[src/hw/rtl/qsg_pkg.sv]
// ============================================================================
// qsg_pkg: shared types for the quadrature step generator
// Command and result beats, the back-end state codes and its status group.
// ============================================================================
package qsg_pkg;

   localparam int CHAN_W  = 2;
   localparam int DELTA_W = 16;
   localparam int VIS_W   = 3;

   // Classified command handed from the front end to the back end.
   typedef struct packed {
      logic                      is_tick;
      logic                      chan_ok;
      logic [CHAN_W-1:0]         chan;
      logic signed [DELTA_W-1:0] delta;
   } cmd_type;

   typedef struct packed {
      logic [VIS_W-1:0] moved_mask;
      logic [VIS_W-1:0] level_a;
      logic [VIS_W-1:0] level_b;
      logic             last;
   } rsp_type;

   typedef enum logic [1:0] {
      ST_IDLE = 2'b01,
      ST_TICK = 2'b10
   } back_state_type;

   typedef struct packed {
      logic busy;
      logic any_pending;
      logic push;
      logic push_last;
   } back_status_type;

endpackage

[src/hw/rtl/qsg_front.sv]
// ============================================================================
// qsg_front: input side of the quadrature step generator
// Accepts request beats, classifies them and holds them in a two-entry queue.
// ============================================================================
module qsg_front
   import qsg_pkg::*;
#(
   parameter int CHANNELS = 3
) (
   input  logic                      clock,
   input  logic                      reset,
   input  logic                      req_push,
   output logic                      req_full,
   input  logic                      req_opcode,
   input  logic [CHAN_W-1:0]         req_channel,
   input  logic signed [DELTA_W-1:0] req_delta,
   output logic                      cmd_valid,
   output cmd_type                   cmd,
   input  logic                      cmd_pop
);

   cmd_type    entry_ff [2];
   logic       wr_ptr_ff, wr_ptr_in;
   logic       rd_ptr_ff, rd_ptr_in;
   logic [1:0] count_ff, count_in;
   cmd_type    new_cmd;
   logic       do_push;
   logic       do_pop;

   always_comb begin
      new_cmd.is_tick = ~req_opcode;
      new_cmd.chan_ok = (32'(req_channel) < CHANNELS);
      new_cmd.chan    = req_channel;
      new_cmd.delta   = req_delta;
   end

   assign req_full  = (count_ff == 2'd2);
   assign cmd_valid = (count_ff != 2'd0);
   assign cmd       = entry_ff[rd_ptr_ff];
   assign do_push   = req_push & ~req_full;
   assign do_pop    = cmd_pop & cmd_valid;

   always_comb begin
      wr_ptr_in = wr_ptr_ff ^ do_push;
      rd_ptr_in = rd_ptr_ff ^ do_pop;
      count_in  = count_ff + 2'(do_push) - 2'(do_pop);
   end

   always_ff @(posedge clock) begin
      if (reset) begin
         wr_ptr_ff <= 1'b0;
         rd_ptr_ff <= 1'b0;
         count_ff  <= 2'd0;
      end else begin
         wr_ptr_ff <= wr_ptr_in;
         rd_ptr_ff <= rd_ptr_in;
         count_ff  <= count_in;
      end
   end

   always_ff @(posedge clock) begin
      if (do_push) begin
         entry_ff[wr_ptr_ff] <= new_cmd;
      end
   end

endmodule

[src/hw/rtl/qsg_back.sv]
// ============================================================================
// qsg_back: step engine of the quadrature step generator
// Keeps target and position counts, applies adjusts and emits tick steps.
// ============================================================================
module qsg_back
   import qsg_pkg::*;
#(
   parameter int CHANNELS       = 3,
   parameter int STEPS_PER_TICK = 64,
   parameter int COUNT_WIDTH    = 32
) (
   input  logic            clock,
   input  logic            reset,
   input  logic            cmd_valid,
   input  cmd_type         cmd,
   output logic            cmd_pop,
   output logic            rsp_push,
   output rsp_type         rsp,
   input  logic            rsp_full,
   output back_status_type status
);

   localparam int STEP_W = $clog2(STEPS_PER_TICK + 1);

   logic [COUNT_WIDTH-1:0] target_ff [CHANNELS];
   logic [COUNT_WIDTH-1:0] target_in [CHANNELS];
   logic [COUNT_WIDTH-1:0] pos_ff    [CHANNELS];
   logic [COUNT_WIDTH-1:0] pos_in    [CHANNELS];
   logic [COUNT_WIDTH-1:0] diff      [CHANNELS];
   logic [COUNT_WIDTH-1:0] step_pos  [CHANNELS];
   logic [CHANNELS-1:0]    pend;
   logic [CHANNELS-1:0]    near;
   logic [CHANNELS+VIS_W-1:0] mask_all, a_all, b_all;
   logic [COUNT_WIDTH-1:0] delta_ext;
   logic [STEP_W-1:0]      cnt_ff, cnt_in;
   back_state_type         state_ff, state_in;
   logic                   step_last;

   assign delta_ext = COUNT_WIDTH'(32'(cmd.delta));

   // Per-channel direction and next position; a channel one count away
   // from its target is done after this step.
   always_comb begin
      mask_all = '0;
      a_all    = '0;
      b_all    = '0;
      for (int c = 0; c < CHANNELS; c++) begin
         diff[c] = target_ff[c] - pos_ff[c];
         pend[c] = |diff[c];
         near[c] = (diff[c] == COUNT_WIDTH'(1)) || (&diff[c]);
         step_pos[c] = diff[c][COUNT_WIDTH-1] ? (pos_ff[c] - COUNT_WIDTH'(1))
                                              : (pos_ff[c] + COUNT_WIDTH'(1));
         if (pend[c]) begin
            mask_all[c] = 1'b1;
            a_all[c]    = step_pos[c][1] ^ step_pos[c][0];
            b_all[c]    = step_pos[c][1];
         end
      end
   end

   assign step_last = ~|(pend & ~near) ||
                      (cnt_ff == STEP_W'(STEPS_PER_TICK - 1));

   always_comb begin
      rsp.moved_mask = mask_all[VIS_W-1:0];
      rsp.level_a    = a_all[VIS_W-1:0];
      rsp.level_b    = b_all[VIS_W-1:0];
      rsp.last       = step_last;
   end

   always_comb begin
      state_in  = state_ff;
      cnt_in    = cnt_ff;
      cmd_pop   = 1'b0;
      rsp_push  = 1'b0;
      target_in = target_ff;
      pos_in    = pos_ff;
      case (state_ff)
         ST_IDLE: begin
            if (cmd_valid) begin
               cmd_pop = 1'b1;
               if (!cmd.is_tick) begin
                  for (int c = 0; c < CHANNELS; c++) begin
                     if (cmd.chan_ok && (32'(cmd.chan) == c)) begin
                        target_in[c] = target_ff[c] + delta_ext;
                     end
                  end
               end else if (|pend) begin
                  state_in = ST_TICK;
                  cnt_in   = '0;
               end
            end
         end
         ST_TICK: begin
            if (!rsp_full) begin
               rsp_push = 1'b1;
               cnt_in   = cnt_ff + STEP_W'(1);
               for (int c = 0; c < CHANNELS; c++) begin
                  if (pend[c]) begin
                     pos_in[c] = step_pos[c];
                  end
               end
               if (step_last) begin
                  state_in = ST_IDLE;
               end
            end
         end
         default: begin
            state_in = ST_IDLE;
         end
      endcase
   end

   always_ff @(posedge clock) begin
      if (reset) begin
         state_ff <= ST_IDLE;
         cnt_ff   <= '0;
         for (int c = 0; c < CHANNELS; c++) begin
            target_ff[c] <= '0;
            pos_ff[c]    <= '0;
         end
      end else begin
         state_ff  <= state_in;
         cnt_ff    <= cnt_in;
         target_ff <= target_in;
         pos_ff    <= pos_in;
      end
   end

   always_comb begin
      status.busy        = (state_ff == ST_TICK);
      status.any_pending = |pend;
      status.push        = rsp_push;
      status.push_last   = step_last;
   end

endmodule

[src/hw/rtl/qsg_rsp_queue.sv]
// ============================================================================
// qsg_rsp_queue: result queue of the quadrature step generator
// Two-entry queue that parts the step engine from the result receiver.
// ============================================================================
module qsg_rsp_queue
   import qsg_pkg::*;
(
   input  logic    clock,
   input  logic    reset,
   input  logic    push,
   input  rsp_type push_data,
   output logic    full,
   output logic    empty,
   input  logic    pop,
   output rsp_type pop_data
);

   rsp_type    entry_ff [2];
   logic       wr_ptr_ff, wr_ptr_in;
   logic       rd_ptr_ff, rd_ptr_in;
   logic [1:0] count_ff, count_in;
   logic       do_push;
   logic       do_pop;

   assign full     = (count_ff == 2'd2);
   assign empty    = (count_ff == 2'd0);
   assign pop_data = entry_ff[rd_ptr_ff];
   assign do_push  = push & ~full;
   assign do_pop   = pop & ~empty;

   always_comb begin
      wr_ptr_in = wr_ptr_ff ^ do_push;
      rd_ptr_in = rd_ptr_ff ^ do_pop;
      count_in  = count_ff + 2'(do_push) - 2'(do_pop);
   end

   always_ff @(posedge clock) begin
      if (reset) begin
         wr_ptr_ff <= 1'b0;
         rd_ptr_ff <= 1'b0;
         count_ff  <= 2'd0;
      end else begin
         wr_ptr_ff <= wr_ptr_in;
         rd_ptr_ff <= rd_ptr_in;
         count_ff  <= count_in;
      end
   end

   always_ff @(posedge clock) begin
      if (do_push) begin
         entry_ff[wr_ptr_ff] <= push_data;
      end
   end

endmodule

[src/hw/rtl/quadrature_step_generator.sv]
// ============================================================================
// quadrature_step_generator: three-channel quadrature encoder emulator
// Request beats adjust channel targets or request a tick; result beats
// carry one step of A/B levels each.
// ============================================================================
// Usage:
//   Request channel (req_push / req_full): opcode 1 adds a signed delta to
//   one channel's target and gives no result; opcode 0 is a tick, which
//   emits one result beat per step until every position meets its target
//   or STEPS_PER_TICK beats have gone out. The final beat of a tick has
//   rsp_last set; a tick with nothing pending gives no beat.
//   Result channel (rsp_empty / rsp_pop): the oldest result is on the rsp_
//   ports while rsp_empty is low.
//   A two-entry command queue feeds the step engine. An adjust is applied
//   in the idle state; a tick moves the engine to its tick state, which
//   emits one step per cycle while the result queue is not full and takes
//   no new command until the tick ends.
//   If the receiver stalls, the two-entry result queue fills and the engine
//   holds its step; requests keep queuing until the command queue is full.
//   Reset clears all targets and positions to zero and empties both queues.
// ============================================================================
module quadrature_step_generator
   import qsg_pkg::*;
#(
   parameter int CHANNELS       = 3,
   parameter int STEPS_PER_TICK = 64,
   parameter int COUNT_WIDTH    = 32
) (
   input  logic                      clock,
   input  logic                      reset,
   input  logic                      req_push,
   output logic                      req_full,
   input  logic                      req_opcode,
   input  logic [CHAN_W-1:0]         req_channel,
   input  logic signed [DELTA_W-1:0] req_delta,
   output logic                      rsp_empty,
   input  logic                      rsp_pop,
   output logic [VIS_W-1:0]          rsp_moved_mask,
   output logic [VIS_W-1:0]          rsp_level_a,
   output logic [VIS_W-1:0]          rsp_level_b,
   output logic                      rsp_last
);

   cmd_type         cmd;
   logic            cmd_valid;
   logic            cmd_pop;
   rsp_type         step_rsp;
   logic            step_push;
   logic            step_full;
   rsp_type         head_rsp;
   back_status_type back_status;

   qsg_front #(
      .CHANNELS (CHANNELS)
   ) u_front (
      .clock       (clock),
      .reset       (reset),
      .req_push    (req_push),
      .req_full    (req_full),
      .req_opcode  (req_opcode),
      .req_channel (req_channel),
      .req_delta   (req_delta),
      .cmd_valid   (cmd_valid),
      .cmd         (cmd),
      .cmd_pop     (cmd_pop)
   );

   qsg_back #(
      .CHANNELS       (CHANNELS),
      .STEPS_PER_TICK (STEPS_PER_TICK),
      .COUNT_WIDTH    (COUNT_WIDTH)
   ) u_back (
      .clock     (clock),
      .reset     (reset),
      .cmd_valid (cmd_valid),
      .cmd       (cmd),
      .cmd_pop   (cmd_pop),
      .rsp_push  (step_push),
      .rsp       (step_rsp),
      .rsp_full  (step_full),
      .status    (back_status)
   );

   qsg_rsp_queue u_rsp_queue (
      .clock     (clock),
      .reset     (reset),
      .push      (step_push),
      .push_data (step_rsp),
      .full      (step_full),
      .empty     (rsp_empty),
      .pop       (rsp_pop),
      .pop_data  (head_rsp)
   );

   assign rsp_moved_mask = head_rsp.moved_mask;
   assign rsp_level_a    = head_rsp.level_a;
   assign rsp_level_b    = head_rsp.level_b;
   assign rsp_last       = head_rsp.last;

   // The engine never pushes a step beat into a full result queue.
   a_no_push_when_full: assert property (@(posedge clock) disable iff (reset)
      step_push |-> !step_full)
      else $error("step beat pushed into full result queue");

   // While a tick is running some channel is still away from its target.
   a_busy_has_pending: assert property (@(posedge clock) disable iff (reset)
      back_status.busy |-> back_status.any_pending)
      else $error("tick running with nothing pending");

   // A step beat that is not the last one keeps the tick running.
   a_not_last_stays_busy: assert property (@(posedge clock) disable iff (reset)
      (back_status.push && !back_status.push_last) |=> back_status.busy)
      else $error("tick ended without a last beat");

   // A last beat ends the tick.
   a_last_ends_tick: assert property (@(posedge clock) disable iff (reset)
      (back_status.push && back_status.push_last) |=> !back_status.busy)
      else $error("tick kept running after its last beat");

endmodule

[config.mk]
export PLATFORM = sky130hd
export DESIGN_NAME = quadrature_step_generator
export DESIGN_NICKNAME = d
export VERILOG_FILES = /design/src/hw/rtl/qsg_pkg.sv /design/src/hw/rtl/qsg_front.sv /design/src/hw/rtl/qsg_back.sv /design/src/hw/rtl/qsg_rsp_queue.sv /design/src/hw/rtl/quadrature_step_generator.sv
export SDC_FILE = /design/constraint.sdc
export NUM_CORES = 1
export LEC_CHECK = 0
export BUFFER_PORTS_ARGS = -buffer_cell sky130_fd_sc_hd__buf_4
export CORE_MARGIN = 2
export CORE_UTILIZATION = 50
export DETAILED_ROUTE_END_ITERATION = 10
export PLACE_DENSITY = 0.73
export RECOVER_POWER = 50
export SYNTH_ARGS = -nofsm -noshare
export SYNTH_HDL_FRONTEND = slang
export SYNTH_HIERARCHICAL = 1
export SYNTH_SLANG_ARGS = --single-unit
export TNS_END_PERCENT = 20
[constraint.sdc]
create_clock -name clock -period 6.35 [get_ports clock]
set_input_delay 0.9525 -clock clock [delete_from_list [all_inputs] [get_ports clock]]
set_output_delay 0.9525 -clock clock [all_outputs]
set_load 0.05 [all_outputs]
==> results of run 1 <==
==> flip-flops by register name, summed over array words and instances (netlist names) <==
signal,count
u_back/cnt_ff,7
u_back/pos_ff,96
u_back/state_ff,2
u_back/target_ff,96
u_front/count_ff,2
u_front/entry_ff,40
u_front/rd_ptr_ff,1
u_front/wr_ptr_ff,1
u_rsp_queue/count_ff,2
u_rsp_queue/entry_ff,20
u_rsp_queue/rd_ptr_ff,1
u_rsp_queue/wr_ptr_ff,1
==> metal layers <==
layer  track usage, %  part of all wire, %  vias to the layer above
met5                0                    0                        -
met2             39.4                   44                      491
met1             33.2                   48                    10700
li1                 -                    -                    11800
met4             9.40                  3.5                        0
met3             2.94                  4.7                      121
==> final cells by class <==
type / instances / area, µm² / share of cell area [%]
Timing Repair Buffer: 82 / 519 / 1.89
Clock buffer: 45 / 985 / 3.58
Clock inverter: 18 / 214 / 0.779
Sequential cell: 269 / 5990 / 21.8
Tap cell: 672 / 841 / 3.06
Antenna cell: 1 / 2.50 / 0.00911
Inverter: 190 / 713 / 2.60
Multi-Input combinational cell: 2659 / 18200 / 66.3
==> metrics by stage <==
| stage | cell area (µm²) | power [mW] | instances | utilization [%] | hold WS, ps |
|---|---|---|---|---|---|
| after floorplan | 25200 | 9.67 | 3208 | - | 449 |
| after global placement | 26300 | 11.8 | 3872 | 52.7 | 465 |
| after detailed placement | 26300 | 11.9 | 3872 | 52.7 | 472 |
| after CTS | 27500 | 14.0 | 3935 | 55.1 | 483 |
| after global routing | 27500 | 15.4 | 3935 | 55.0 | 492 |
| final | 27500 | 14.1 | 3936 | 55.0 | 479 |
==> worst reg2reg max path: stages, from the launching register on <==
cell and delay [ps]:
sky130_fd_sc_hd__dfxtp_1 360, sky130_fd_sc_hd__inv_1 60, sky130_fd_sc_hd__ha_1 390, sky130_fd_sc_hd__a21o_1 230, sky130_fd_sc_hd__a31oi_1 290, sky130_fd_sc_hd__o211ai_1 220
sky130_fd_sc_hd__nand2_1 190, sky130_fd_sc_hd__a31oi_1 140, sky130_fd_sc_hd__o2111a_1 290, sky130_fd_sc_hd__o211a_1 250, sky130_fd_sc_hd__nor3_2 230, sky130_fd_sc_hd__inv_2 140
sky130_fd_sc_hd__ha_1 300, sky130_fd_sc_hd__a21o_1 180, sky130_fd_sc_hd__a21o_1 210, sky130_fd_sc_hd__a2111oi_1 420, sky130_fd_sc_hd__buf_4 190, sky130_fd_sc_hd__o21ai_0 110
sky130_fd_sc_hd__a21oi_2 250, sky130_fd_sc_hd__o31a_1 240, sky130_fd_sc_hd__o211ai_1 140, sky130_fd_sc_hd__nor3b_1 170, sky130_fd_sc_hd__o31ai_1 320, sky130_fd_sc_hd__xnor2_1 160
sky130_fd_sc_hd__nor2_1 70, sky130_fd_sc_hd__xnor2_1 180, sky130_fd_sc_hd__nor2_1 50
==> timing repair <==
item	4_1_cts	5_1_grt
setup buffers	0	0
endpoints found under the hold margin	0	0
endpoints found under the setup margin	0	17
gates resized for setup	0	19
==> final timing paths <==
| check | from | to | slack, ps |
|---|---|---|---|
| setup / recovery | u_back/pos_ff[78]$_SDFFE_PP0P_ | u_back/pos_ff[95]$_SDFFE_PP0P_ | 440 |
| setup reg to reg | u_back/pos_ff[78]$_SDFFE_PP0P_ | u_back/pos_ff[95]$_SDFFE_PP0P_ | 440 |
| hold / removal | u_back/target_ff[42]$_SDFFE_PP0P_ | u_back/target_ff[42]$_SDFFE_PP0P_ | 480 |
| hold reg to reg | u_back/target_ff[42]$_SDFFE_PP0P_ | u_back/target_ff[42]$_SDFFE_PP0P_ | 480 |
==> power breakdown <==
group / internal (mW) / total (mW) / switching (mW) / leakage [nW]
clock network: 1.26 / 2.09 / 0.823 / 0.575
logic: 4.11 / 10.0 / 5.90 / 9.44
registers: 1.93 / 2.04 / 0.108 / 2.25
==> placed cells by master (no fill, tap or decap), types with 14 or more instances in the layout <==
| master | n |
|---|---|
| sky130_fd_sc_hd__and3_1 | 49 |
| sky130_fd_sc_hd__nand3b_1 | 16 |
| sky130_fd_sc_hd__nand4_1 | 40 |
| sky130_fd_sc_hd__o21bai_1 | 34 |
| sky130_fd_sc_hd__mux2_2 | 31 |
| sky130_fd_sc_hd__nor3_1 | 75 |
| sky130_fd_sc_hd__clkbuf_16 | 36 |
| sky130_fd_sc_hd__ha_1 | 287 |
| sky130_fd_sc_hd__xnor2_1 | 144 |
| sky130_fd_sc_hd__or3_1 | 34 |
| sky130_fd_sc_hd__or2_2 | 18 |
| sky130_fd_sc_hd__nor4_1 | 21 |
| sky130_fd_sc_hd__clkbuf_1 | 35 |
| sky130_fd_sc_hd__o21a_1 | 58 |
| sky130_fd_sc_hd__mux2i_1 | 43 |
| sky130_fd_sc_hd__and2_1 | 26 |
| sky130_fd_sc_hd__a211o_1 | 14 |
| sky130_fd_sc_hd__inv_1 | 188 |
| sky130_fd_sc_hd__xor2_1 | 75 |
| sky130_fd_sc_hd__a21o_1 | 107 |
| sky130_fd_sc_hd__nor2_1 | 334 |
| sky130_fd_sc_hd__o211ai_1 | 31 |
| sky130_fd_sc_hd__dfxtp_1 | 209 |
| sky130_fd_sc_hd__nand2b_1 | 28 |
| sky130_fd_sc_hd__a211oi_1 | 49 |
| sky130_fd_sc_hd__nand3_1 | 66 |
| sky130_fd_sc_hd__a21oi_1 | 344 |
| sky130_fd_sc_hd__edfxtp_1 | 60 |
| sky130_fd_sc_hd__a31oi_1 | 20 |
| sky130_fd_sc_hd__nor2b_1 | 40 |
| sky130_fd_sc_hd__o31ai_1 | 25 |
| sky130_fd_sc_hd__buf_4 | 43 |
| sky130_fd_sc_hd__o21ai_0 | 126 |
| sky130_fd_sc_hd__nand2_1 | 291 |
==> Implementation_results.wiki, run 1 <==
{| class="wikitable"
! Metric !! Value
|-
| Post-Synthesis Cells || about 3.2k
|-
| Endpoint class of the critical path || flop
|-
| Final total negative setup slack || 0 ps
|-
| GP Congestion || approximately 1
|-
| Starting DRT DRC Count || between 1.5k and 2k
|-
| Transition time at the pin with the least slew margin || approximately 1900 ps
|-
| Number of detailed-routing iterations run before antenna repair || 5
|-
| Fmax || 169 MHz
|-
| Slack of the critical path || 435 ps
|-
| Longest Clk Path Bufs || 3
|-
| Fill cell count || around 4.7k
|-
| Largest net degree at the start of global routing || 91
|-
| Aggregate global routing overflow || 0
|-
| Level count of the clock H-tree || 2
|-
| Via count normalized by instance count || about 6
|-
| Starting Density || 50.5%
|-
| Highest-delay cell along the critical path || sky130_fd_sc_hd__a2111oi_1
|-
| Number of logic stages on the critical path including buffering || 26
|-
| Worst EP required || between 6000 and 7000 ps
|-
| Fraction of final layout cells with drive strength greater than 1 || 6.37%
|-
| Library cell used as clock root buffer || sky130_fd_sc_hd__clkbuf_16
|-
| Kind of launch point of the worst setup path || flop
|-
| Die width || roughly 230 µm
|-
| Run status || finished with violations
|-
| Clock latency of the later-clocked register in the worst-skew pair || 560 ps
|-
| Final routed wirelength across all metal layers || between 60000 and 70000 µm
|-
| Core footprint || ~50000 µm²
|-
| Final Max Tran Viols || 81
|-
| Hold Fails Final Rpt || 0
|-
| Number of maximum-capacitance violations || 3
|-
| Top cell by count, worst path || sky130_fd_sc_hd__a21o_1
|-
| Violated checks || max-capacitance violations, max-slew violations
|-
| Final critical-path share of the clock period || between 90% and 100%
|-
| Cts bufs inserted || 35
|-
| Power density cells || 515 nW/µm²
|-
| Syn nets || 3527
|-
| Worst endpoint data arrival time || about 6300 ps
|-
| Synthesized area divided by synthesized cell count || about 7.9 µm²
|-
| FF-to-FF path depth || 26
|-
| TritonCTS clock tree || done
|-
| # IOs || 35
|-
| Path class of the lowest-slack min-delay path || reg -> reg
|-
| Number of cell rows || 82
|-
| Leakage dissipation || between 10 and 15 nW
|-
| Max Clock Skew || 26.4 ps
|-
| Detailed placer's ending HPWL || slightly below 50000 µm
|-
| Avg WL per Cell || roughly 17 µm
|-
| Total number of nets in the final design || about 3.6k
|-
| Classification of the worst setup path || reg -> reg
|-
| Detail Route Antenna Nets || 0
|-
| Total of hold buffers inserted after clock tree synthesis || 0
|-
| Netlist area before placement || 25200 µm²
|-
| # setup viols final || 0
|-
| Rel. slew slack || -27.1%
|-
| Slowest stage delay, CP || between 400 and 500 ps
|-
| Post-detailed-route DRC marker count || 0
|-
| IO Port Bufs || 34
|-
| Die height || approximately 230 µm
|-
| Vias in the first global route || 21.4k
|-
| Hold depth || 2
|-
| Area delta synth->final || 8.97%
|-
| Global-route wire length before repair || around 110000 µm
|-
| Vias after detailed routing || about 23k
|-
| Time the worst path needs with I/O delays and setup || ~6000 ps
|-
| Number of clock sinks || approximately 270
|-
| Delay-heaviest family, CP || compound AO/OA/AOI/OAI gates
|-
| CP Max Fanout || 10
|-
| IR drop worst, VDD || ~370 µV
|-
| DP Worst Slack || slightly above 60 ps
|-
| Antenna violations before repair || 0
|-
| Area enclosed by the die boundary || roughly 52000 µm²
|-
| Total routing resource utilization after global routing || between 20 and 25%
|-
| Register clock-pin slew on the reported worst setup and hold paths || 60 ps
|-
| CP bufs+invs || 3
|-
| Total number of yosys warnings || 6
|}
Note: power is estimated with default switching activity, not from simulation.
==> run 2, diff against run 1 <==
--- a/config.mk
+++ b/config.mk
@@ -6,10 +6,12 @@
 export NUM_CORES = 1
 export LEC_CHECK = 0
 export BUFFER_PORTS_ARGS = -buffer_cell sky130_fd_sc_hd__buf_4
+export CELL_PAD_IN_SITES_DETAIL_PLACEMENT = 1
+export CELL_PAD_IN_SITES_GLOBAL_PLACEMENT = 1
 export CORE_MARGIN = 2
-export CORE_UTILIZATION = 50
+export CORE_UTILIZATION = 45
 export DETAILED_ROUTE_END_ITERATION = 10
-export PLACE_DENSITY = 0.73
+export PLACE_DENSITY = 0.84
 export RECOVER_POWER = 50
 export SYNTH_ARGS = -nofsm -noshare
 export SYNTH_HDL_FRONTEND = slang
==> run 2 against run 1 <==
Net effect: worst hold slack better by 0.89 ps; clock-buffer cell count fell by 4; the flow still finishes with violations (max-capacitance violations, max-slew violations); clock power grew 6%; largest power group unchanged; global-route usage up 4.1 points; largest cell class unchanged; sequential cell count stayed put.
==> Implementation_results.wiki, run 2 (same netlist as run 1, synthesis figures left out) <==
{| class="wikitable"
! Metric !! Value
|-
| Run status || finished with violations
|-
| Violated checks || max-capacitance violations, max-slew violations
|-
| Area delta synth->final || 9.39%
|-
| Detailed placer's ending HPWL || 63100 µm (+28%)
|-
| Transition time at the pin with the least slew margin || 3660 ps (+1760 ps)
|-
| Number of cell rows || 86 (+4.9%)
|-
| Final critical-path share of the clock period || 95.2% (+2.1 points)
|-
| Starting DRT DRC Count || 1084 (-30%)
|-
| GP Congestion || 0.911 (-6.9%)
|-
| Total of hold buffers inserted after clock tree synthesis || 0 (unchanged)
|-
| ANT cells || 0 (-1)
|-
| Fill cell count || 6827 (+45%)
|-
| Detail Route Antenna Nets || 0 (unchanged)
|-
| Total routing resource utilization after global routing || 28.5% (+4.1 points)
|-
| Inst Count DP || 3936 (+1.7%)
|-
| IR drop worst, VDD || 261 µV (-29%)
|-
| Number of clock sinks || 269 (unchanged)
|-
| Hold Fails Final Rpt || 0 (unchanged)
|-
| IO Port Bufs || 34 (unchanged)
|-
| Largest net degree at the start of global routing || 79 (-13%)
|-
| Classification of the worst setup path || reg -> reg
|-
| Fmax || 165 MHz (-2.2%)
|-
| Global-route wire length before repair || 134000 µm (+26%)
|-
| # IOs || 35 (unchanged)
|-
| Rel. slew slack || -144% (-120 points)
|-
| Worst hold slack || 480 ps (+0.887 ps)
|-
| Aggregate global routing overflow || 0 (unchanged)
|-
| Slack of the critical path || 302 ps (-134 ps)
|-
| Endpoint class of the critical path || flop
|-
| Clock latency of the later-clocked register in the worst-skew pair || 560 ps (about the same)
|-
| Max Clock Skew || 20.7 ps (-5.73 ps)
|-
| Power density cells || 537 nW/µm² (+4.4%)
|-
| # setup viols final || 0 (unchanged)
|-
| TritonCTS clock tree || done
|-
| Flip-flop and latch area || 5990 µm² (about the same)
|-
| Avg WL per Cell || 20.8 µm (+26%)
|-
| DP Worst Slack || -84.4 ps (-147 ps)
|-
| Final routed wirelength across all metal layers || 83300 µm (+28%)
|-
| Path class of the lowest-slack min-delay path || reg -> reg
|-
| Fraction of final layout cells with drive strength greater than 1 || 6.26% (-0.11 points)
|-
| Final Max Tran Viols || 102 (+26%)
|-
| Final total negative setup slack || 0 ps (unchanged)
|-
| Number of detailed-routing iterations run before antenna repair || 5 (unchanged)
|-
| Antenna violations before repair || 0 (unchanged)
|-
| Level count of the clock H-tree || 2 (unchanged)
|-
| Number of maximum-capacitance violations || 2 (-1)
|-
| Filler-free cell count of the finished design || 4005 (+1.8%)
|-
| Time the worst path needs with I/O delays and setup || 6050 ps (+134 ps)
|-
| Kind of launch point of the worst setup path || flop
|-
| Area enclosed by the die boundary || 58000 µm² (+11%)
|-
| Worst EP required || 6820 ps (+50 ps)
|-
| Die width || 241 µm (+5.3%)
|-
| Most frequent cells in the layout || sky130_fd_sc_hd__a21oi_1 (344), sky130_fd_sc_hd__nor2_1 (334), sky130_fd_sc_hd__nand2_1 (292)
|-
| Leakage dissipation || 12.3 nW (+0.25%)
|-
| Library cell used as clock root buffer || sky130_fd_sc_hd__clkbuf_16
|-
| Vias in the first global route || 25.7k (+20%)
|-
| Most common library cell in the layout ignoring fill and taps || sky130_fd_sc_hd__a21oi_1
|-
| Cts bufs inserted || 36 (+2.9%)
|-
| Starting Density || 45.6% (-4.9 points)
|-
| Leading registers by flop count || u_back/pos_ff (96), u_back/target_ff (96), u_front/entry_ff (40)
|-
| Unrepaired setup endpoints after global routing || no
|-
| Vias after detailed routing || 24.4k (+5.5%)
|-
| Worst endpoint data arrival time || 6520 ps (+190 ps)
|-
| Multi-input logic area || 18200 µm² (about the same)
|-
| Die height || 241 µm (+5.3%)
|-
| Post-detailed-route DRC marker count || 0 (unchanged)
|-
| CP Max Fanout || 12 (+2)
|-
| Core footprint || 55300 µm² (+11%)
|-
| Via count normalized by instance count || 6.09 (+3.7%)
|-
| Total Power || 14.8 mW (+4.8%)
|-
| Total number of nets in the final design || 3548 (-0.22%)
|-
| Longest Clk Path Bufs || 3 (unchanged)
|-
| Register clock-pin slew on the reported worst setup and hold paths || 60 ps (about the same)
|}
==> run 2: cell count changes in the layout (fill, tap and decap cells not counted), sizes merged <==
cell / delta
buf: -6
clkinvlp: -2
diode: -1
clkbuf: -7
clkinv: +6
bufinv: +3
==> run 2: power by group <==
group | internal (mW) | total, mW | switching [mW] | leakage (nW)
clock network | 1.35 | 2.21 | 0.853 | 0.617
logic | 4.20 | 10.6 | 6.38 | 9.43
registers | 1.94 | 2.05 | 0.112 | 2.25
total | 7.49 | 14.8 | 7.34 | 12.3
==> run 2: timing repair <==
| action | in CTS | in global routing |
|---|---|---|
| endpoints found under the setup margin | 2 | 19 |
| pin swaps | 0 | 7 |
| setup buffers | 0 | 3 |
| gates resized for setup | 2 | 23 |
==> run 2: cell type report <==
type | instances | area share (%)
multi-input combinational | 2659 | 66.1
timing repair buffer | 73 | 1.69
tap | 748 | 3.39
sequential | 269 | 21.7
clock inverter | 25 | 1.13
clock buffer | 41 | 3.41
inverter | 190 | 2.59
==> run 2: critical path: stages, from the launching register on <==
cell,delay (ps)
sky130_fd_sc_hd__dfxtp_1,400
sky130_fd_sc_hd__inv_1,80
sky130_fd_sc_hd__ha_1,390
sky130_fd_sc_hd__a21oi_1,290
sky130_fd_sc_hd__o21ai_0,200
sky130_fd_sc_hd__a211oi_1,260
sky130_fd_sc_hd__o21a_1,230
sky130_fd_sc_hd__a21oi_2,110
sky130_fd_sc_hd__a21o_1,180
sky130_fd_sc_hd__a211oi_1,270
sky130_fd_sc_hd__inv_1,200
sky130_fd_sc_hd__buf_4,240
sky130_fd_sc_hd__ha_1,390
sky130_fd_sc_hd__o21a_1,200
sky130_fd_sc_hd__o2111ai_1,120
sky130_fd_sc_hd__o21ai_0,500
sky130_fd_sc_hd__o311ai_1,210
sky130_fd_sc_hd__a21oi_1,360
sky130_fd_sc_hd__o211ai_1,210
sky130_fd_sc_hd__a31oi_1,250
sky130_fd_sc_hd__o21ai_0,150
sky130_fd_sc_hd__a21oi_1,190
sky130_fd_sc_hd__xnor2_1,90
sky130_fd_sc_hd__or3_1,320
sky130_fd_sc_hd__a21oi_1,150
==> run 2: worst paths after layout <==
check / end / slack, ps / startpoint / depth (start not counted)
max: u_back/pos_ff[31]$_SDFFE_PP0P_ / 300 / u_back/pos_ff[14]$_SDFFE_PP0P_ / 24
min reg2reg: u_back/target_ff[20]$_SDFFE_PP0P_ / 480 / u_back/target_ff[20]$_SDFFE_PP0P_ / 2
max reg2reg: u_back/pos_ff[31]$_SDFFE_PP0P_ / 300 / u_back/pos_ff[14]$_SDFFE_PP0P_ / 24
min: u_back/target_ff[20]$_SDFFE_PP0P_ / 480 / u_back/target_ff[20]$_SDFFE_PP0P_ / 2
==> run 2: layer usage <==
layer / global-route usage, % / up-vias / routed length (µm)
li1: - / 11700 / -
met1: 33.6 / 12000 / 35500
met2: 50.7 / 489 / 40500
met3: 3.93 / 199 / 3150
met4: 14.1 / 0 / 4160
met5: 0 / - / 0
==> run 2: per-stage QoR <==
stage | util [%] | cell area, µm²
5_1_grt | 49.9 | 27600
3_3_place_gp | 47.6 | 26300
2_1_floorplan | - | 25200
4_1_cts | 49.9 | 27600
3_5_place_dp | 47.6 | 26300
6_report | 49.9 | 27600
